`config.mk`:
```
export PLATFORM = sky130hd
export DESIGN_NAME = seven_segment_number_framer_core
export DESIGN_NICKNAME = d
export VERILOG_FILES = /design/src/design/ssnf_pkg.sv /design/src/design/ssnf_decode.sv /design/src/design/ssnf_digit_stage.sv /design/src/design/ssnf_encode.sv /design/src/design/ssnf_serializer.sv /design/src/design/seven_segment_number_framer_core.sv
export SDC_FILE = /design/constraint.sdc
export NUM_CORES = 1
export LEC_CHECK = 0
export BUFFER_PORTS_ARGS = -buffer_cell sky130_fd_sc_hd__buf_2
export CORE_AREA = 4 4 260 313
export DETAILED_ROUTE_END_ITERATION = 6
export DIE_AREA = 0 0 264 317
export GPL_TIMING_DRIVEN = 0
export PLACE_DENSITY = 0.8
export SLEW_MARGIN = 25
export SYNTH_ARGS = -nofsm -noshare
export SYNTH_HDL_FRONTEND = slang
export SYNTH_HIERARCHICAL = 1
export SYNTH_SLANG_ARGS = --single-unit
```
`constraint.sdc`:
```
create_clock -name i_clk -period 6.2 [get_ports i_clk]
set_clock_uncertainty 0.15 [all_clocks]
set_input_delay 0.31 -clock i_clk [delete_from_list [all_inputs] [get_ports i_clk]]
set_output_delay 0.31 -clock i_clk [all_outputs]
set_load 0.01 [all_outputs]
```
`src/design/ssnf_pkg.sv`:
```
// Shared types, constants and the segment code table of the number framer.
`timescale 1ns / 1ps

package ssnf_pkg;

    // Largest number of digit positions the display offers.
    localparam int MAX_DIGITS = 4;
    localparam int LEN_W      = 3;
    localparam int NUM_W      = 16;
    localparam int CFG_ADDR_W = 3;

    // Command bytes of the display controller.
    localparam logic [7:0] CMD_DATA_MODE = 8'h40;
    localparam logic [7:0] CMD_ADDRESS   = 8'hC0;
    localparam logic [7:0] CMD_CONTROL   = 8'h80;

    // Special segment patterns.
    localparam logic [7:0] SEG_MINUS = 8'h40;
    localparam logic [7:0] SEG_BLANK = 8'h00;

    // Division by ten as a multiply by a scaled reciprocal, exact for 16-bit values.
    localparam logic [31:0] RECIP_TEN   = 32'd52429;
    localparam int          RECIP_SHIFT = 19;

    // Requested display operation.
    typedef enum logic [1:0] {
        OP_DECIMAL  = 2'd0,
        OP_HEX      = 2'd1,
        OP_RAW      = 2'd2,
        OP_RESERVED = 2'd3
    } t_op;

    // Configuration register selected by address bit 2.
    typedef enum logic {
        REG_BRIGHTNESS = 1'b0,
        REG_DISPLAY_ON = 1'b1
    } t_reg;

    // Configuration values used when the control frame is built.
    typedef struct packed {
        logic [2:0] brightness;
        logic       display_on;
    } t_cfg;

    // Item state while its digits are extracted.
    typedef struct packed {
        logic                         is_raw;
        logic                         is_hex;
        logic                         negative;
        logic                         lead_zeros;
        logic [LEN_W-1:0]             len;
        logic [1:0]                   pos;
        logic [MAX_DIGITS-1:0]        dots;
        logic [MAX_DIGITS-1:0][7:0]   raw;
        logic [NUM_W-1:0]             rem;
        logic [1:0]                   idx;
        logic [MAX_DIGITS-1:0][3:0]   digit;
        logic [MAX_DIGITS-1:0]        zero;
    } t_work;

    // Finished frame content, segment bytes in display position order.
    typedef struct packed {
        logic [LEN_W-1:0]           len;
        logic [1:0]                 pos;
        logic [MAX_DIGITS-1:0][7:0] seg;
    } t_frame;

    // Seven-segment code of one hexadecimal digit, segment A in bit 0.
    function automatic logic [7:0] seg_code(input logic [3:0] d);
        logic [7:0] code;
        case (d)
            4'h0: code = 8'h3F;
            4'h1: code = 8'h06;
            4'h2: code = 8'h5B;
            4'h3: code = 8'h4F;
            4'h4: code = 8'h66;
            4'h5: code = 8'h6D;
            4'h6: code = 8'h7D;
            4'h7: code = 8'h07;
            4'h8: code = 8'h7F;
            4'h9: code = 8'h6F;
            4'hA: code = 8'h77;
            4'hB: code = 8'h7C;
            4'hC: code = 8'h39;
            4'hD: code = 8'h5E;
            4'hE: code = 8'h79;
            4'hF: code = 8'h71;
            default: code = 8'h00;
        endcase
        return code;
    endfunction

endpackage

```
`src/design/ssnf_decode.sv`:
```
// Input stage: clamps the digit count, forms the magnitude and drops unused operations.
`timescale 1ns / 1ps

module ssnf_decode #(
    parameter int NUM_DIGITS = 4
) (
    input  logic                  i_clk,
    input  logic                  i_rst_n,
    input  logic                  i_valid,
    output logic                  o_ready,
    input  logic [1:0]            i_operation,
    input  logic [15:0]           i_number,
    input  logic [7:0]            i_dot_mask,
    input  logic                  i_leading_zeros,
    input  logic [2:0]            i_digit_count,
    input  logic [1:0]            i_start_position,
    input  logic [7:0]            i_raw_seg0,
    input  logic [7:0]            i_raw_seg1,
    input  logic [7:0]            i_raw_seg2,
    input  logic [7:0]            i_raw_seg3,
    output logic                  o_valid,
    output ssnf_pkg::t_work       o_data,
    input  logic                  i_ready
);
    import ssnf_pkg::*;

    logic  r_valid;
    t_work r_data;
    t_work n_data;
    logic  keep;

    // The stage takes a beat when it is empty or its beat moves on.
    assign o_ready = !r_valid || i_ready;
    assign keep    = (i_operation != OP_RESERVED);

    // Build the working record of the item.
    always_comb begin
        n_data            = '0;
        n_data.is_raw     = (i_operation == OP_RAW);
        n_data.is_hex     = (i_operation == OP_HEX);
        n_data.negative   = (i_operation == OP_DECIMAL) && i_number[15];
        n_data.lead_zeros = i_leading_zeros;
        n_data.pos        = i_start_position;
        n_data.raw        = {i_raw_seg3, i_raw_seg2, i_raw_seg1, i_raw_seg0};
        n_data.rem        = n_data.negative ? NUM_W'(16'd0 - i_number) : i_number;
        if (i_digit_count == 3'd0) begin
            n_data.len = LEN_W'(1);
        end else if (i_digit_count > LEN_W'(NUM_DIGITS)) begin
            n_data.len = LEN_W'(NUM_DIGITS);
        end else begin
            n_data.len = i_digit_count;
        end
        // Dot of display position i comes from mask bit 7-i.
        for (int i = 0; i < MAX_DIGITS; i++) begin
            n_data.dots[i] = i_dot_mask[7-i];
        end
    end

    // Valid bit.
    always_ff @(posedge i_clk) begin
        if (!i_rst_n) begin
            r_valid <= 1'b0;
        end else if (o_ready) begin
            r_valid <= i_valid && keep;
        end
    end

    // Payload.
    always_ff @(posedge i_clk) begin
        if (o_ready && i_valid) begin
            r_data <= n_data;
        end
    end

    assign o_valid = r_valid;
    assign o_data  = r_data;

endmodule

```
`src/design/ssnf_digit_stage.sv`:
```
// One digit extraction step: divides the remainder by the base and stores one digit.
`timescale 1ns / 1ps

module ssnf_digit_stage (
    input  logic            i_clk,
    input  logic            i_rst_n,
    input  logic            i_valid,
    output logic            o_ready,
    input  ssnf_pkg::t_work i_data,
    output logic            o_valid,
    output ssnf_pkg::t_work o_data,
    input  logic            i_ready
);
    import ssnf_pkg::*;

    logic             r_valid;
    t_work            r_data;
    t_work            n_data;
    logic [31:0]      prod;
    logic [NUM_W-1:0] quot;
    logic [3:0]       ten_q;
    logic [3:0]       dig;

    assign o_ready = !r_valid || i_ready;

    // Quotient by reciprocal multiply in decimal, by shift in hex. The digit
    // is below the base, so the low four bits of rem - base*quot are enough.
    always_comb begin
        prod  = {16'b0, i_data.rem} * RECIP_TEN;
        quot  = i_data.is_hex ? {4'b0, i_data.rem[15:4]}
                              : NUM_W'(prod[31:RECIP_SHIFT]);
        ten_q = 4'({quot[3:0], 3'b000} + {2'b00, quot[3:0], 1'b0});
        dig   = i_data.is_hex ? i_data.rem[3:0] : 4'(i_data.rem[3:0] - ten_q);

        n_data                   = i_data;
        n_data.rem               = quot;
        n_data.digit[i_data.idx] = dig;
        n_data.zero[i_data.idx]  = (i_data.rem == '0);
        n_data.idx               = 2'(i_data.idx + 2'd1);
    end

    // Valid bit.
    always_ff @(posedge i_clk) begin
        if (!i_rst_n) begin
            r_valid <= 1'b0;
        end else if (o_ready) begin
            r_valid <= i_valid;
        end
    end

    // Payload.
    always_ff @(posedge i_clk) begin
        if (o_ready && i_valid) begin
            r_data <= n_data;
        end
    end

    assign o_valid = r_valid;
    assign o_data  = r_data;

endmodule

```
`src/design/ssnf_encode.sv`:
```
// Segment encoder: blanking, minus sign, dots and raw bytes, in display position order.
`timescale 1ns / 1ps

module ssnf_encode (
    input  logic             i_clk,
    input  logic             i_rst_n,
    input  logic             i_valid,
    output logic             o_ready,
    input  ssnf_pkg::t_work  i_data,
    output logic             o_valid,
    output ssnf_pkg::t_frame o_data,
    input  logic             i_ready
);
    import ssnf_pkg::*;

    logic                       r_valid;
    t_frame                     r_data;
    t_frame                     n_data;
    logic [MAX_DIGITS-1:0][7:0] by_digit;
    logic                       lone_zero;
    logic [LEN_W-1:0]           j;

    assign o_ready = !r_valid || i_ready;

    always_comb begin
        // A zero value with blanking on shows one zero in the rightmost place.
        lone_zero = i_data.zero[0] && !i_data.lead_zeros;

        // Patterns indexed by digit order, rightmost digit first.
        for (int d = 0; d < MAX_DIGITS; d++) begin
            if (lone_zero) begin
                by_digit[d] = (d == 0) ? seg_code(4'h0) : SEG_BLANK;
            end else if (i_data.negative && i_data.zero[d]
                         && ((d == 0) || !i_data.zero[(d == 0) ? 0 : d-1])) begin
                // The minus sign takes the first position with nothing left to show.
                by_digit[d] = SEG_MINUS;
            end else if (i_data.zero[d] && !i_data.lead_zeros) begin
                by_digit[d] = SEG_BLANK;
            end else begin
                by_digit[d] = seg_code(i_data.digit[d]);
            end
        end

        // Map to display positions, leftmost first, and add the dots.
        n_data     = '0;
        n_data.len = i_data.len;
        n_data.pos = i_data.pos;
        j          = '0;
        for (int i = 0; i < MAX_DIGITS; i++) begin
            j = LEN_W'(i_data.len - LEN_W'(1) - LEN_W'(i));
            if (LEN_W'(i) < i_data.len) begin
                n_data.seg[i] = i_data.is_raw ? i_data.raw[i]
                                : (by_digit[j[1:0]] | {i_data.dots[i], 7'b0});
            end
        end
    end

    // Valid bit.
    always_ff @(posedge i_clk) begin
        if (!i_rst_n) begin
            r_valid <= 1'b0;
        end else if (o_ready) begin
            r_valid <= i_valid;
        end
    end

    // Payload.
    always_ff @(posedge i_clk) begin
        if (o_ready && i_valid) begin
            r_data <= n_data;
        end
    end

    assign o_valid = r_valid;
    assign o_data  = r_data;

endmodule

```
`src/design/ssnf_serializer.sv`:
```
// Byte serializer: frame record to command byte stream, one beat a cycle unless stalled.
`timescale 1ns / 1ps

module ssnf_serializer (
    input  logic             i_clk,
    input  logic             i_rst_n,
    input  logic             i_valid,
    output logic             o_ready,
    input  ssnf_pkg::t_frame i_data,
    input  ssnf_pkg::t_cfg   i_cfg,
    output logic             o_valid,
    output logic [7:0]       o_wire_byte,
    output logic             o_frame_start,
    output logic             o_frame_end,
    output logic             o_last_byte,
    input  logic             i_stall
);
    import ssnf_pkg::*;

    // Byte slots within one item's stream.
    localparam logic [2:0] SLOT_DATA_MODE = 3'd0;
    localparam logic [2:0] SLOT_ADDRESS   = 3'd1;
    localparam logic [2:0] SLOT_FIRST_SEG = 3'd2;

    t_frame     r_frame;
    logic       r_full;
    logic [2:0] r_k;
    logic       r_out_valid;
    logic [7:0] r_byte;
    logic       r_fs;
    logic       r_fe;
    logic       r_lb;

    logic       out_free;
    logic       last;
    logic [2:0] seg_idx;
    logic [7:0] n_byte;
    logic       n_fs;
    logic       n_fe;

    // The output register frees when empty or when its beat is taken.
    assign out_free = !r_out_valid || !i_stall;
    assign last     = (r_k == 3'(r_frame.len + 3'd2));
    assign o_ready  = !r_full || (out_free && last);

    // Select the byte for the current slot.
    always_comb begin
        seg_idx = 3'(r_k - SLOT_FIRST_SEG);
        n_byte  = r_frame.seg[seg_idx[1:0]];
        n_fs    = 1'b0;
        n_fe    = (r_k == 3'(r_frame.len + 3'd1));
        if (r_k == SLOT_DATA_MODE) begin
            n_byte = CMD_DATA_MODE;
            n_fs   = 1'b1;
            n_fe   = 1'b1;
        end else if (r_k == SLOT_ADDRESS) begin
            n_byte = CMD_ADDRESS | {6'b0, r_frame.pos};
            n_fs   = 1'b1;
            n_fe   = 1'b0;
        end else if (last) begin
            n_byte = CMD_CONTROL | {4'b0, i_cfg.display_on, i_cfg.brightness};
            n_fs   = 1'b1;
            n_fe   = 1'b1;
        end
    end

    // Holding register state and slot counter.
    always_ff @(posedge i_clk) begin
        if (!i_rst_n) begin
            r_full      <= 1'b0;
            r_k         <= SLOT_DATA_MODE;
            r_out_valid <= 1'b0;
        end else begin
            if (out_free) begin
                r_out_valid <= r_full;
            end
            if (out_free && r_full) begin
                r_k <= last ? SLOT_DATA_MODE : 3'(r_k + 3'd1);
            end
            // A new frame refills the holding register as the last byte leaves.
            if (o_ready && i_valid) begin
                r_full <= 1'b1;
            end else if (out_free && r_full && last) begin
                r_full <= 1'b0;
            end
        end
    end

    // Payload registers.
    always_ff @(posedge i_clk) begin
        if (o_ready && i_valid) begin
            r_frame <= i_data;
        end
        if (out_free && r_full) begin
            r_byte <= n_byte;
            r_fs   <= n_fs;
            r_fe   <= n_fe;
            r_lb   <= last;
        end
    end

    assign o_valid       = r_out_valid;
    assign o_wire_byte   = r_byte;
    assign o_frame_start = r_fs;
    assign o_frame_end   = r_fe;
    assign o_last_byte   = r_lb;

`ifndef SYNTHESIS
    // The control byte closing an item is framed on both sides.
    a_last_framed: assert property (@(posedge i_clk) disable iff (!i_rst_n)
        r_out_valid && r_lb |-> r_fs && r_fe)
        else $error("last byte without start and stop condition");

    // The slot counter never passes the control byte of the held item.
    a_slot_range: assert property (@(posedge i_clk) disable iff (!i_rst_n)
        r_full |-> (r_k <= 3'(r_frame.len + 3'd2)))
        else $error("slot counter beyond end of item");

    // A held item always has between one and four segment bytes.
    a_len_range: assert property (@(posedge i_clk) disable iff (!i_rst_n)
        r_full |-> (r_frame.len >= 3'd1) && (r_frame.len <= 3'(MAX_DIGITS)))
        else $error("digit count out of range");

    // Inside an item the stream does not pause.
    a_no_gap: assert property (@(posedge i_clk) disable iff (!i_rst_n)
        r_out_valid && !i_stall && !r_lb |=> r_out_valid)
        else $error("gap inside an item's byte stream");

    // After an item ends, the next beat opens a new item.
    a_new_item: assert property (@(posedge i_clk) disable iff (!i_rst_n)
        r_out_valid && !i_stall && r_lb |=>
            !r_out_valid || ((r_byte == CMD_DATA_MODE) && r_fs && r_fe))
        else $error("item does not open with the data mode command");
`endif

endmodule

```
`src/design/seven_segment_number_framer_core.sv`:
```
// Top level of the seven-segment number framer: config registers and the stage chain.
`timescale 1ns / 1ps

// Usage:
// Each input beat (i_valid high, o_stall low) asks for a signed decimal, hex or
// raw display update. The output channel (o_valid, i_stall) carries the command
// bytes for the display controller: the data mode command, the address command,
// one segment byte per digit position and the control command, with start and
// stop condition flags and a flag on the final byte of each request.
// Brightness and display on are set through the APB port (offsets 0 and 4).
// Path: the first byte of a request passes the decode stage, one divide-by-base
// stage per digit, the encoder, the serializer holding register and the output
// register.
// Throughput: a request sends its clamped digit count + 3 bytes (4 to 7); the
// serializer, which sends one byte a cycle while i_stall is low, sets the rate.
// New requests enter the stage chain while earlier ones are still being sent.
// A request with operation 3 is dropped in the decode stage and sends nothing.
// Reset clears all valid bits and the configuration registers.
// While the receiver stalls, the output beat holds and the stages fill up, then
// o_stall rises; no beat is lost or repeated.

module seven_segment_number_framer_core #(
    parameter int NUM_DIGITS = 4
) (
    input  logic                               i_clk,
    input  logic                               i_rst_n,
    // Request channel.
    input  logic                               i_valid,
    output logic                               o_stall,
    input  logic [1:0]                         i_operation,
    input  logic [15:0]                        i_number,
    input  logic [7:0]                         i_dot_mask,
    input  logic                               i_leading_zeros,
    input  logic [2:0]                         i_digit_count,
    input  logic [1:0]                         i_start_position,
    input  logic [7:0]                         i_raw_seg0,
    input  logic [7:0]                         i_raw_seg1,
    input  logic [7:0]                         i_raw_seg2,
    input  logic [7:0]                         i_raw_seg3,
    // Byte channel.
    output logic                               o_valid,
    input  logic                               i_stall,
    output logic [7:0]                         o_wire_byte,
    output logic                               o_frame_start,
    output logic                               o_frame_end,
    output logic                               o_last_byte,
    // Configuration port.
    input  logic                               psel,
    input  logic                               penable,
    input  logic                               pwrite,
    input  logic [ssnf_pkg::CFG_ADDR_W-1:0]    paddr,
    input  logic [31:0]                        pwdata,
    output logic [31:0]                        prdata,
    output logic                               pready
);
    import ssnf_pkg::*;

    logic [2:0] r_brightness;
    logic       r_display_on;
    logic       cfg_write;
    t_cfg       cfg;

    logic   dec_ready;
    logic   chain_valid [NUM_DIGITS+1];
    t_work  chain_data  [NUM_DIGITS+1];
    logic   chain_ready [NUM_DIGITS+1];
    logic   enc_valid;
    logic   enc_ready;
    t_frame enc_data;
    logic   ser_ready;

    // Configuration registers, selected by address bit 2.
    assign pready    = 1'b1;
    assign cfg_write = psel && penable && pwrite && pready;

    always_ff @(posedge i_clk) begin
        if (!i_rst_n) begin
            r_brightness <= 3'd0;
            r_display_on <= 1'b0;
        end else if (cfg_write) begin
            case (t_reg'(paddr[2]))
                REG_BRIGHTNESS: r_brightness <= pwdata[2:0];
                REG_DISPLAY_ON: r_display_on <= pwdata[0];
                default: ;
            endcase
        end
    end

    always_comb begin
        case (t_reg'(paddr[2]))
            REG_BRIGHTNESS: prdata = {29'b0, r_brightness};
            REG_DISPLAY_ON: prdata = {31'b0, r_display_on};
            default:        prdata = '0;
        endcase
    end

    assign cfg.brightness = r_brightness;
    assign cfg.display_on = r_display_on;

    // Decode stage.
    assign o_stall = !dec_ready;

    ssnf_decode #(
        .NUM_DIGITS (NUM_DIGITS)
    ) u_decode (
        .i_clk            (i_clk),
        .i_rst_n          (i_rst_n),
        .i_valid          (i_valid),
        .o_ready          (dec_ready),
        .i_operation      (i_operation),
        .i_number         (i_number),
        .i_dot_mask       (i_dot_mask),
        .i_leading_zeros  (i_leading_zeros),
        .i_digit_count    (i_digit_count),
        .i_start_position (i_start_position),
        .i_raw_seg0       (i_raw_seg0),
        .i_raw_seg1       (i_raw_seg1),
        .i_raw_seg2       (i_raw_seg2),
        .i_raw_seg3       (i_raw_seg3),
        .o_valid          (chain_valid[0]),
        .o_data           (chain_data[0]),
        .i_ready          (chain_ready[0])
    );

    // One divide-by-base stage per digit position.
    for (genvar g = 0; g < NUM_DIGITS; g++) begin : g_digit
        ssnf_digit_stage u_stage (
            .i_clk   (i_clk),
            .i_rst_n (i_rst_n),
            .i_valid (chain_valid[g]),
            .o_ready (chain_ready[g]),
            .i_data  (chain_data[g]),
            .o_valid (chain_valid[g+1]),
            .o_data  (chain_data[g+1]),
            .i_ready (chain_ready[g+1])
        );
    end

    // Segment encoder.
    assign chain_ready[NUM_DIGITS] = enc_ready;

    ssnf_encode u_encode (
        .i_clk   (i_clk),
        .i_rst_n (i_rst_n),
        .i_valid (chain_valid[NUM_DIGITS]),
        .o_ready (enc_ready),
        .i_data  (chain_data[NUM_DIGITS]),
        .o_valid (enc_valid),
        .o_data  (enc_data),
        .i_ready (ser_ready)
    );

    // Byte serializer and output register.
    ssnf_serializer u_serializer (
        .i_clk         (i_clk),
        .i_rst_n       (i_rst_n),
        .i_valid       (enc_valid),
        .o_ready       (ser_ready),
        .i_data        (enc_data),
        .i_cfg         (cfg),
        .o_valid       (o_valid),
        .o_wire_byte   (o_wire_byte),
        .o_frame_start (o_frame_start),
        .o_frame_end   (o_frame_end),
        .o_last_byte   (o_last_byte),
        .i_stall       (i_stall)
    );

endmodule

```
-- Yosys cells after proc, flatten, opt, wreduce, memory -nomap -nowiden
Memory sizes are Yosys's and may differ from the RTL's. A register that Yosys moved wholly into a read port is not among the register bits.
Index checks and enable logic that the tools add are counted.
- register bits after elaboration: 429
- bits in read-only memories: 448
- input bits: 106
- output and inout port bits: 46
- memories kept: 4
- memory list (memory ; depth ; width ; rd ports ; clocked after Yosys merged registers in ; write ports ; line ; source):
    (no name shown) ; 16 ; 7 ; 1 ; 1 ; 0 ; ssnf_pkg.sv:71 ; case (d)
    (no name shown) ; 16 ; 7 ; 1 ; 1 ; 0 ; ssnf_pkg.sv:71 ;
    (no name shown) ; 16 ; 7 ; 1 ; 1 ; 0 ; ssnf_pkg.sv:71 ;
    (no name shown) ; 16 ; 7 ; 1 ; 1 ; 0 ; ssnf_pkg.sv:71 ;
- add/sub/neg operators: 17
- multipliers: 4
- order comparisons: 10
- equal/unequal tests: 6
- mux-type cells: 48
- bitwise logic cells: 5
- reductions and logical operators: 60
- operators by type and width (kind ; number):
    8-bit two-way mux ; 22
    8-bit binary-select mux with 2-bit select ; 5
    16-bit zero test ; 4
    32-bit case mux with 2 select lines ; 1
    13-bit by 16-bit multiplier with 29-bit output (second input constant) ; 2
    16-bit by 16-bit multiplier with 32-bit output (second input constant) ; 1
    4-bit two-way mux ; 8
    8-bit bitwise OR ; 4
    1-bit logical AND ; 25
    13-bit by 16-bit multiplier with 22-bit output (second input constant) ; 1
    10-bit two-way mux ; 2
    4-bit adder ; 4
    16-bit two-way mux ; 1
    1-bit by 16-bit subtractor with 16-bit output (first input constant) ; 1
    4-bit subtractor ; 4
    2-bit by 3-bit < comparator with 1-bit output (second input constant) ; 5
    1-bit zero test ; 14
    12-bit two-way mux ; 1
    3-bit two-way mux ; 3
    1-bit logical OR ; 8
    3-bit by 1-bit adder with 3-bit output (second input constant) ; 2
    3-bit == test ; 2
    3-bit zero test ; 2
    1-bit by 3-bit < comparator with 1-bit output (first input constant) ; 2
    16 further kinds ; 26

-- Longest topological paths before layout
Gate-level depths: netlist of run 1.
- depth after elaboration: 11
- depth in mapped cells: 27

-- By module
Netlist of run 1, hierarchy kept.
- by module, submodules not included (module ; instances ; cells each ; area each (µm²)):
    ssnf_digit_stage (g_digit[0].u_stage) ; 1 ; 696 ; 7902.6
    ssnf_digit_stage (g_digit[2].u_stage) ; 1 ; 676 ; 7752.4
    ssnf_digit_stage (g_digit[1].u_stage) ; 1 ; 680 ; 7748.7
    ssnf_digit_stage (g_digit[3].u_stage) ; 1 ; 646 ; 7652.3
    ssnf_encode ; 1 ; 376 ; 3418.3
    ssnf_decode ; 1 ; 160 ; 2536.2
    ssnf_serializer ; 1 ; 128 ; 2222.1
    seven_segment_number_framer_core ; 1 ; 54 ; 432.9

-- Worst setup path after synthesis of run 1
OpenSTA, ideal clock, no wires.
- path kind: register to register
- start: reg g_digit[2].u_stage.r_data, in the netlist g_digit[2].u_stage/o_data[32]
- end: reg g_digit[3].u_stage.r_data, in the netlist g_digit[3].u_stage/o_data[19] (data pin)
- library setup time: 0.267 ns
- data arrival time: 6.420 ns
- setup slack: -0.637 ns
- cell stages (with the launch flop): 27
- path buffers: 0
- clock period less this slack: 6.837 ns
- cell sequence: edfxtp_1 > inv_1 > ha_1 > ha_1 > inv_1 > fa_1 > inv_1 > fa_1 > fa_1 > fa_1 > ha_1 > a21o_1 > a21o_1 > a21oi_1 > o21ai_0 > a21o_1 > a221oi_1 > xor2_1 > o21ai_0 > ha_1 > and2_1 > or4b_2 > mux2i_1 > o21ai_0 > a21oi_2 > xnor2_1 > a21oi_1
- RTL lines (what ; line ; source):
    start: declaration ; ssnf_digit_stage.sv:17 ; t_work r_data;
    start signal: assignment ; ssnf_digit_stage.sv:54 ; r_data <= n_data;
    end signal: assignment ; ssnf_digit_stage.sv:54 ;
    end: declaration ; ssnf_digit_stage.sv:17 ;

==> results of run 1 <==
-- flip-flops by register name, indices dropped and copies added, names as in the netlist, 3 cells and up --
signal / cells
g_digit.u_stage/o_data: 304
u_decode/o_data: 61
u_encode/o_data: 37
u_serializer/r_frame: 37
u_serializer/o_wire_byte: 8
g_digit.u_stage/o_valid: 4
r_brightness: 3
u_serializer/r_k: 3
-- metrics by stage --
stage               util, %  instances  setup WS [ns]  setup TNS, ns
floorplan                 -       3326         -0.173         -0.691
global placement       51.0       4447         -0.916         -19.81
detailed placement     51.3       4454         -0.961         -22.52
CTS                    56.5       4771         -0.600          -2.76
global route           57.7       4819         -0.853         -10.53
finish                 57.7       4819         -0.603          -3.99
-- critical path, cell delays in order, from the launching register on --
cell      delay, ns
edfxtp_1       0.47
buf_6          0.17
ha_4           0.31
xor2_2         0.18
ha_2           0.31
fa_1           0.51
fa_1           0.44
fa_1           0.50
inv_1          0.05
fa_1           0.47
inv_1          0.06
ha_1           0.31
nand2_1        0.07
o21ai_1        0.06
a21o_1         0.21
a221oi_2       0.24
xor2_1         0.20
o21ai_1        0.09
ha_1           0.29
and2_4         0.15
or4b_4         0.49
mux2i_4        0.17
o21ai_2        0.07
a21oi_2        0.19
xnor2_2        0.14
buf_6          0.15
a21oi_2        0.07
-- worst paths after layout --
path	end	depth (start not counted)	slack, ns	startpoint
min	u_decode/o_data[23]	3	0.06	i_number[1]
max reg2reg	g_digit[3].u_stage/o_data[11]	26	-0.60	g_digit[2].u_stage/o_data[24]
max	g_digit[3].u_stage/o_data[11]	26	-0.60	g_digit[2].u_stage/o_data[24]
min reg2reg	g_digit[1].u_stage/o_data[59]	0	0.26	g_digit[0].u_stage/o_data[59]
-- what timing repair did --
item	in CTS	in global routing
hold endpoints to repair	73	0
buffers inserted	162	57
pin swaps	99	108
gates resized for setup	146	128
endpoints found under the setup margin	50	58
hold buffers	73	0
-- cell type report --
| type | count | share of cell area [%] |
|---|---|---|
| repair buffers | 376 | 6.58 |
| flip-flops and latches | 465 | 30.5 |
| diodes | 1 | 0.00552 |
| inverters | 636 | 5.30 |
| clock buffers | 60 | 2.77 |
| clock inverters | 24 | 0.516 |
| well taps | 1035 | 2.86 |
| plain buffers | 124 | 1.69 |
| multi-input cells | 2098 | 49.8 |
-- per-layer routing --
metal  part of all wire [%]  vias to the layer above  track usage, %
met5                      0                        -               0
met4                    6.4                        0            10.6
met1                     37                    12800            24.9
li1                       -                    12000               -
met3                    5.5                      419            2.84
met2                     51                     1143            39.1
-- placed cells by master, fill, tap and decap left out, drive strengths merged, types with 31 or more instances in the layout --
cell / instances
a21oi: 132
buf: 379
clkbuf: 108
conb: 61
dlygate4sd3: 73
edfxtp: 450
fa: 307
ha: 572
inv: 639
mux2: 44
nand2: 143
nand3: 63
nand4: 31
nor2: 102
nor3: 43
o21ai: 132
xnor2: 43
xor2: 35
==> flow_summary.toml, run 1 <==
[route]
vias = 26400
drt_iter0_markers = 1831
routedWlPerCell_um = 19.3
drtPass1Iterations = 7
drcViolationCount = 0
vias_per_cell = 5.49
routed_wl_mm = 93.2
postRouteAntennaNets = 0

[cts]
cts_tree = "done"
ctsHtreeMaxLevel = 2
path_clk_slew_ns = 0.06
cts_made_buffers = 47
cts_root_buffer = "clkbuf_16"
cts_sinks = 465
clock_path_buffers = 3
clkLatencyLatePin_ns = 0.60

[outcome]
violations = "negative setup slack"
status = "finished, violations left"

[synthesis]
synthCells = 3271
avgSynthCellArea_um2 = 11.6
yosysWarnings = 6
syn_area_um2 = 37900

[sta]
hold_ws_ns = 0.0649
finalSetupViolations = 21
finalWorstSetupSlack_ns = -0.603
period_share_pct = 110
slew_headroom_pct = 40.4
rsz0062_at_grt = "true"
worstMarginPinSlew_ns = 0.883
post-route-min-period_ns = 6.80
max_clock_freq_ghz = 0.147
hold_viol = 0
finalMaxSlewViolations = 0

[global_route]
grt_start_max_net_pins = 54
grt_use_total_pct = 21.4
grt_pass1_vias = 27500
grt_pass1_wl_mm = 144
gr-total-overflow = 0
antenna_found_initial = 1

[floorplan]
die_area_um2 = 83700
initial_core_util_pct = 48.3
fp-row-count = 113
core-area_um2 = 78600
die_h_um = 317
ios = 152
fp.dieW_um = 264

[critical_path]
cp_max_fo = 4
criticalPathCategory = "reg -> reg"
crit_required_ns = 6.37
cp-end-kind = "flop"
start_kind = "flop"
critical_path_arrival_ns = 6.98

[place]
hpwl_mm = 65.6
dpl_cell_area_um2 = 40300
io_buffers = 86
gp_congestion = 0.977

[layout]
fill_cells = 5990
syn2layout_area_growth_pct = 19.5
ff_latch_area_um2 = 13800
multi_input_area_um2 = 22600
fin_nets = 4733
drive_gt1_share_pct = 21.0
fin_area_um2 = 45400

[flow_run]
max_cap_violations = 0

[worst_hold_path]
hp-class = "in -> reg"
Power of run 1 is not shown: default switching activity piles up to over one toggle a cycle in this logic, so the estimate is an artifact.
==> run 2: changes to the inputs <==
--- a/config.mk
+++ b/config.mk
@@ -6,11 +6,12 @@
 export NUM_CORES = 1
 export LEC_CHECK = 0
 export BUFFER_PORTS_ARGS = -buffer_cell sky130_fd_sc_hd__buf_2
-export CORE_AREA = 4 4 260 313
+export CORE_AREA = 4 4 369 444
+export CTS_BUF_LIST = sky130_fd_sc_hd__clkbuf_2
 export DETAILED_ROUTE_END_ITERATION = 6
-export DIE_AREA = 0 0 264 317
+export DIE_AREA = 0 0 373 448
 export GPL_TIMING_DRIVEN = 0
-export PLACE_DENSITY = 0.8
+export PLACE_DENSITY = 0.5
 export SLEW_MARGIN = 25
 export SYNTH_ARGS = -nofsm -noshare
 export SYNTH_HDL_FRONTEND = slang
==> run 2 against run 1 <==
The run still ends with negative setup slack left. Core utilization down 28 points. Via count decreased by 3.9%. Worst setup slack lost 0.020 ns. Critical path type unchanged. Final cell count up 27%. Clock-buffer cell count up 108.
==> flow_summary.toml, run 2 (same netlist as run 1, synthesis figures left out) <==
[worst_hold_path]
holdPathEnd = "g_digit[1].u_stage/o_data[71]"
hp-class = "reg -> reg"
min_path_cells = 0
hp-start = "g_digit[0].u_stage/o_data[71]"

[global_route]
gr-total-overflow = 0
grt_pass1_wl_mm = 147
grt_use_total_pct = 11.0
grt_pass1_vias = 27100
antenna_found_initial = 2
grt_start_max_net_pins = 51

[cts]
clkLatencyLatePin_ns = 1.12
cts_sinks = 465
cts_made_buffers = 117
path_clk_slew_ns = 0.11
ctsHtreeMaxLevel = 3
clock_path_buffers = 3
cts_root_buffer = "clkbuf_2"
cts_tree = "done"

[layout]
fin_cells = 6132
largest_reg_flops = 304
fin_nets = 4902
final_common_cell = "inv_1"
syn2layout_area_growth_pct = 24.6
drive_gt1_share_pct = 22.5
layout_common_cells = "inv_1, ha_1, edfxtp_1, fa_1, buf_4"

[critical_path]
start_kind = "flop"
crit_required_ns = 6.87
r2r_cells = 27
r2r_start = "g_digit[2].u_stage/o_data[23]"
r2r_slack_ns = -0.62
cp_max_fo = 5
criticalPathCategory = "reg -> reg"
critPathMostFrequentCell = "fa_1"
slowest_stage = "fa_1"
critical_path_arrival_ns = 7.50
slowest_delay_ns = 0.55
regToRegEndpoint = "g_digit[3].u_stage/o_data[11]"
cp_top_family = "adder cells"
crit_buf_inv = 4
cp-end-kind = "flop"

[route]
drt_iter0_markers = 905
postRouteAntennaNets = 0
vias_per_cell = 4.14
wl_met3_mm = 2.58
drcViolationCount = 0
vias = 25400
m1WireLength_mm = 38.9
wl_met2_mm = 48.6
top_layer = "met4"
routedWlPerCell_um = 15.2
drtPass1Iterations = 7
routed_wl_mm = 93.1

[place]
gp_congestion = 0.896
dp.cells = 5538
io_buffers = 86
hpwl_mm = 71.3

[floorplan]
core-area_um2 = 160000
fp-row-count = 161
fp.dieW_um = 373
initial_core_util_pct = 23.8
ios = 152
die_area_um2 = 167000
die_h_um = 448

[sta]
hold_viol = 0
rsz0062_at_grt = "true"
finalSetupViolations = 13
slew_headroom_pct = 34.5
max_clock_freq_ghz = 0.147
period_share_pct = 110
finalWorstSetupSlack_ns = -0.623
worstMarginPinSlew_ns = 0.970
finalMaxSlewViolations = 0
post-route-min-period_ns = 6.82

[outcome]
violations = "negative setup slack"
status = "finished, violations left"

[flow_run]
max_cap_violations = 0
==> run 2: changes by cell type in the layout (fill, tap and decap cells not counted), sizes merged, moves of 3 or more <==
cell and delta:
buf +4, clkinv +27, inv -4, diode +3, dlygate4sd3 +96, clkbuf +107
clkinvlp -3
==> run 2: worst reg2reg max path, stage by stage, from the launching register on <==
cell and delay (ns):
edfxtp_1 0.52, buf_4 0.19, ha_2 0.21, xor2_1 0.17
ha_2 0.17, a21o_1 0.17, fa_1 0.51, fa_1 0.43
fa_1 0.55, inv_1 0.06, fa_1 0.49, inv_2 0.05
ha_4 0.22, a21oi_2 0.13, o21ai_1 0.08, a21o_1 0.21
a221oi_2 0.24, xor2_1 0.20, o21ai_1 0.08, ha_1 0.29
and2_4 0.15, or4b_4 0.47, mux2i_2 0.18, o21ai_1 0.09
a21oi_2 0.18, xnor2_2 0.14, buf_6 0.14, a21oi_2 0.07
==> run 2: repair_timing <==
item | CTS | global route
endpoints found under the setup margin | 64 | 63
hold endpoints to repair | 205 | 0
pin swaps | 89 | 81
setup buffers | 156 | 59
gates resized for setup | 136 | 130
hold buffers | 169 | 0
==> run 2: worst max-delay path by stage <==
| stage | from | end | slack (ns) | cells past startpoint |
|---|---|---|---|---|
| 2_1_floorplan | g_digit[2].u_stage/o_data[33] | g_digit[3].u_stage/o_data[19] | -0.17 | 26 |
| 3_3_place_gp | u_decode/o_data[22] | g_digit[0].u_stage/o_data[7] | -1.18 | 25 |
| 3_5_place_dp | u_decode/o_data[22] | g_digit[0].u_stage/o_data[7] | -1.18 | 25 |
| 4_1_cts | g_digit[2].u_stage/o_data[23] | g_digit[3].u_stage/o_data[11] | -0.73 | 26 |
| 5_1_grt | g_digit[2].u_stage/o_data[33] | g_digit[3].u_stage/o_data[11] | -0.92 | 28 |
| 6_report | g_digit[2].u_stage/o_data[23] | g_digit[3].u_stage/o_data[11] | -0.62 | 27 |
==> run 2: cell type report <==
class	count	area [um^2]
Fill cell	16400	112000
Buffer	124	767
Multi-Input combinational cell	2098	22500
Sequential cell	465	13800
Inverter	636	2400
Timing Repair Buffer	475	4010
Antenna cell	4	10.0
Clock inverter	43	238
Clock buffer	168	841
Tap cell	2119	2650
==> run 2: stage by stage <==
stage               setup slack, ns  cell area [um^2]  utilization [%]  TNS (ns)  hold WS [ns]
floorplan                    -0.173             38400                -    -0.691         0.250
global placement              -1.18             41500             26.0    -31.31         0.251
detailed placement            -1.18             41700             26.1    -32.10         0.255
CTS                          -0.732             46200             29.0     -3.38       0.00585
global route                 -0.915             47300             29.6     -8.98         0.101
finish                       -0.623             47300             29.6     -3.04         0.157
==> run 2: layer usage <==
layer / up-vias / GRT usage (%)
met3: 153 / 1.47
met4: 0 / 3.82
li1: 12500 / -
met2: 426 / 20.6
met5: - / 0
met1: 12400 / 12.9
Power of run 2 is left out for the same reason.
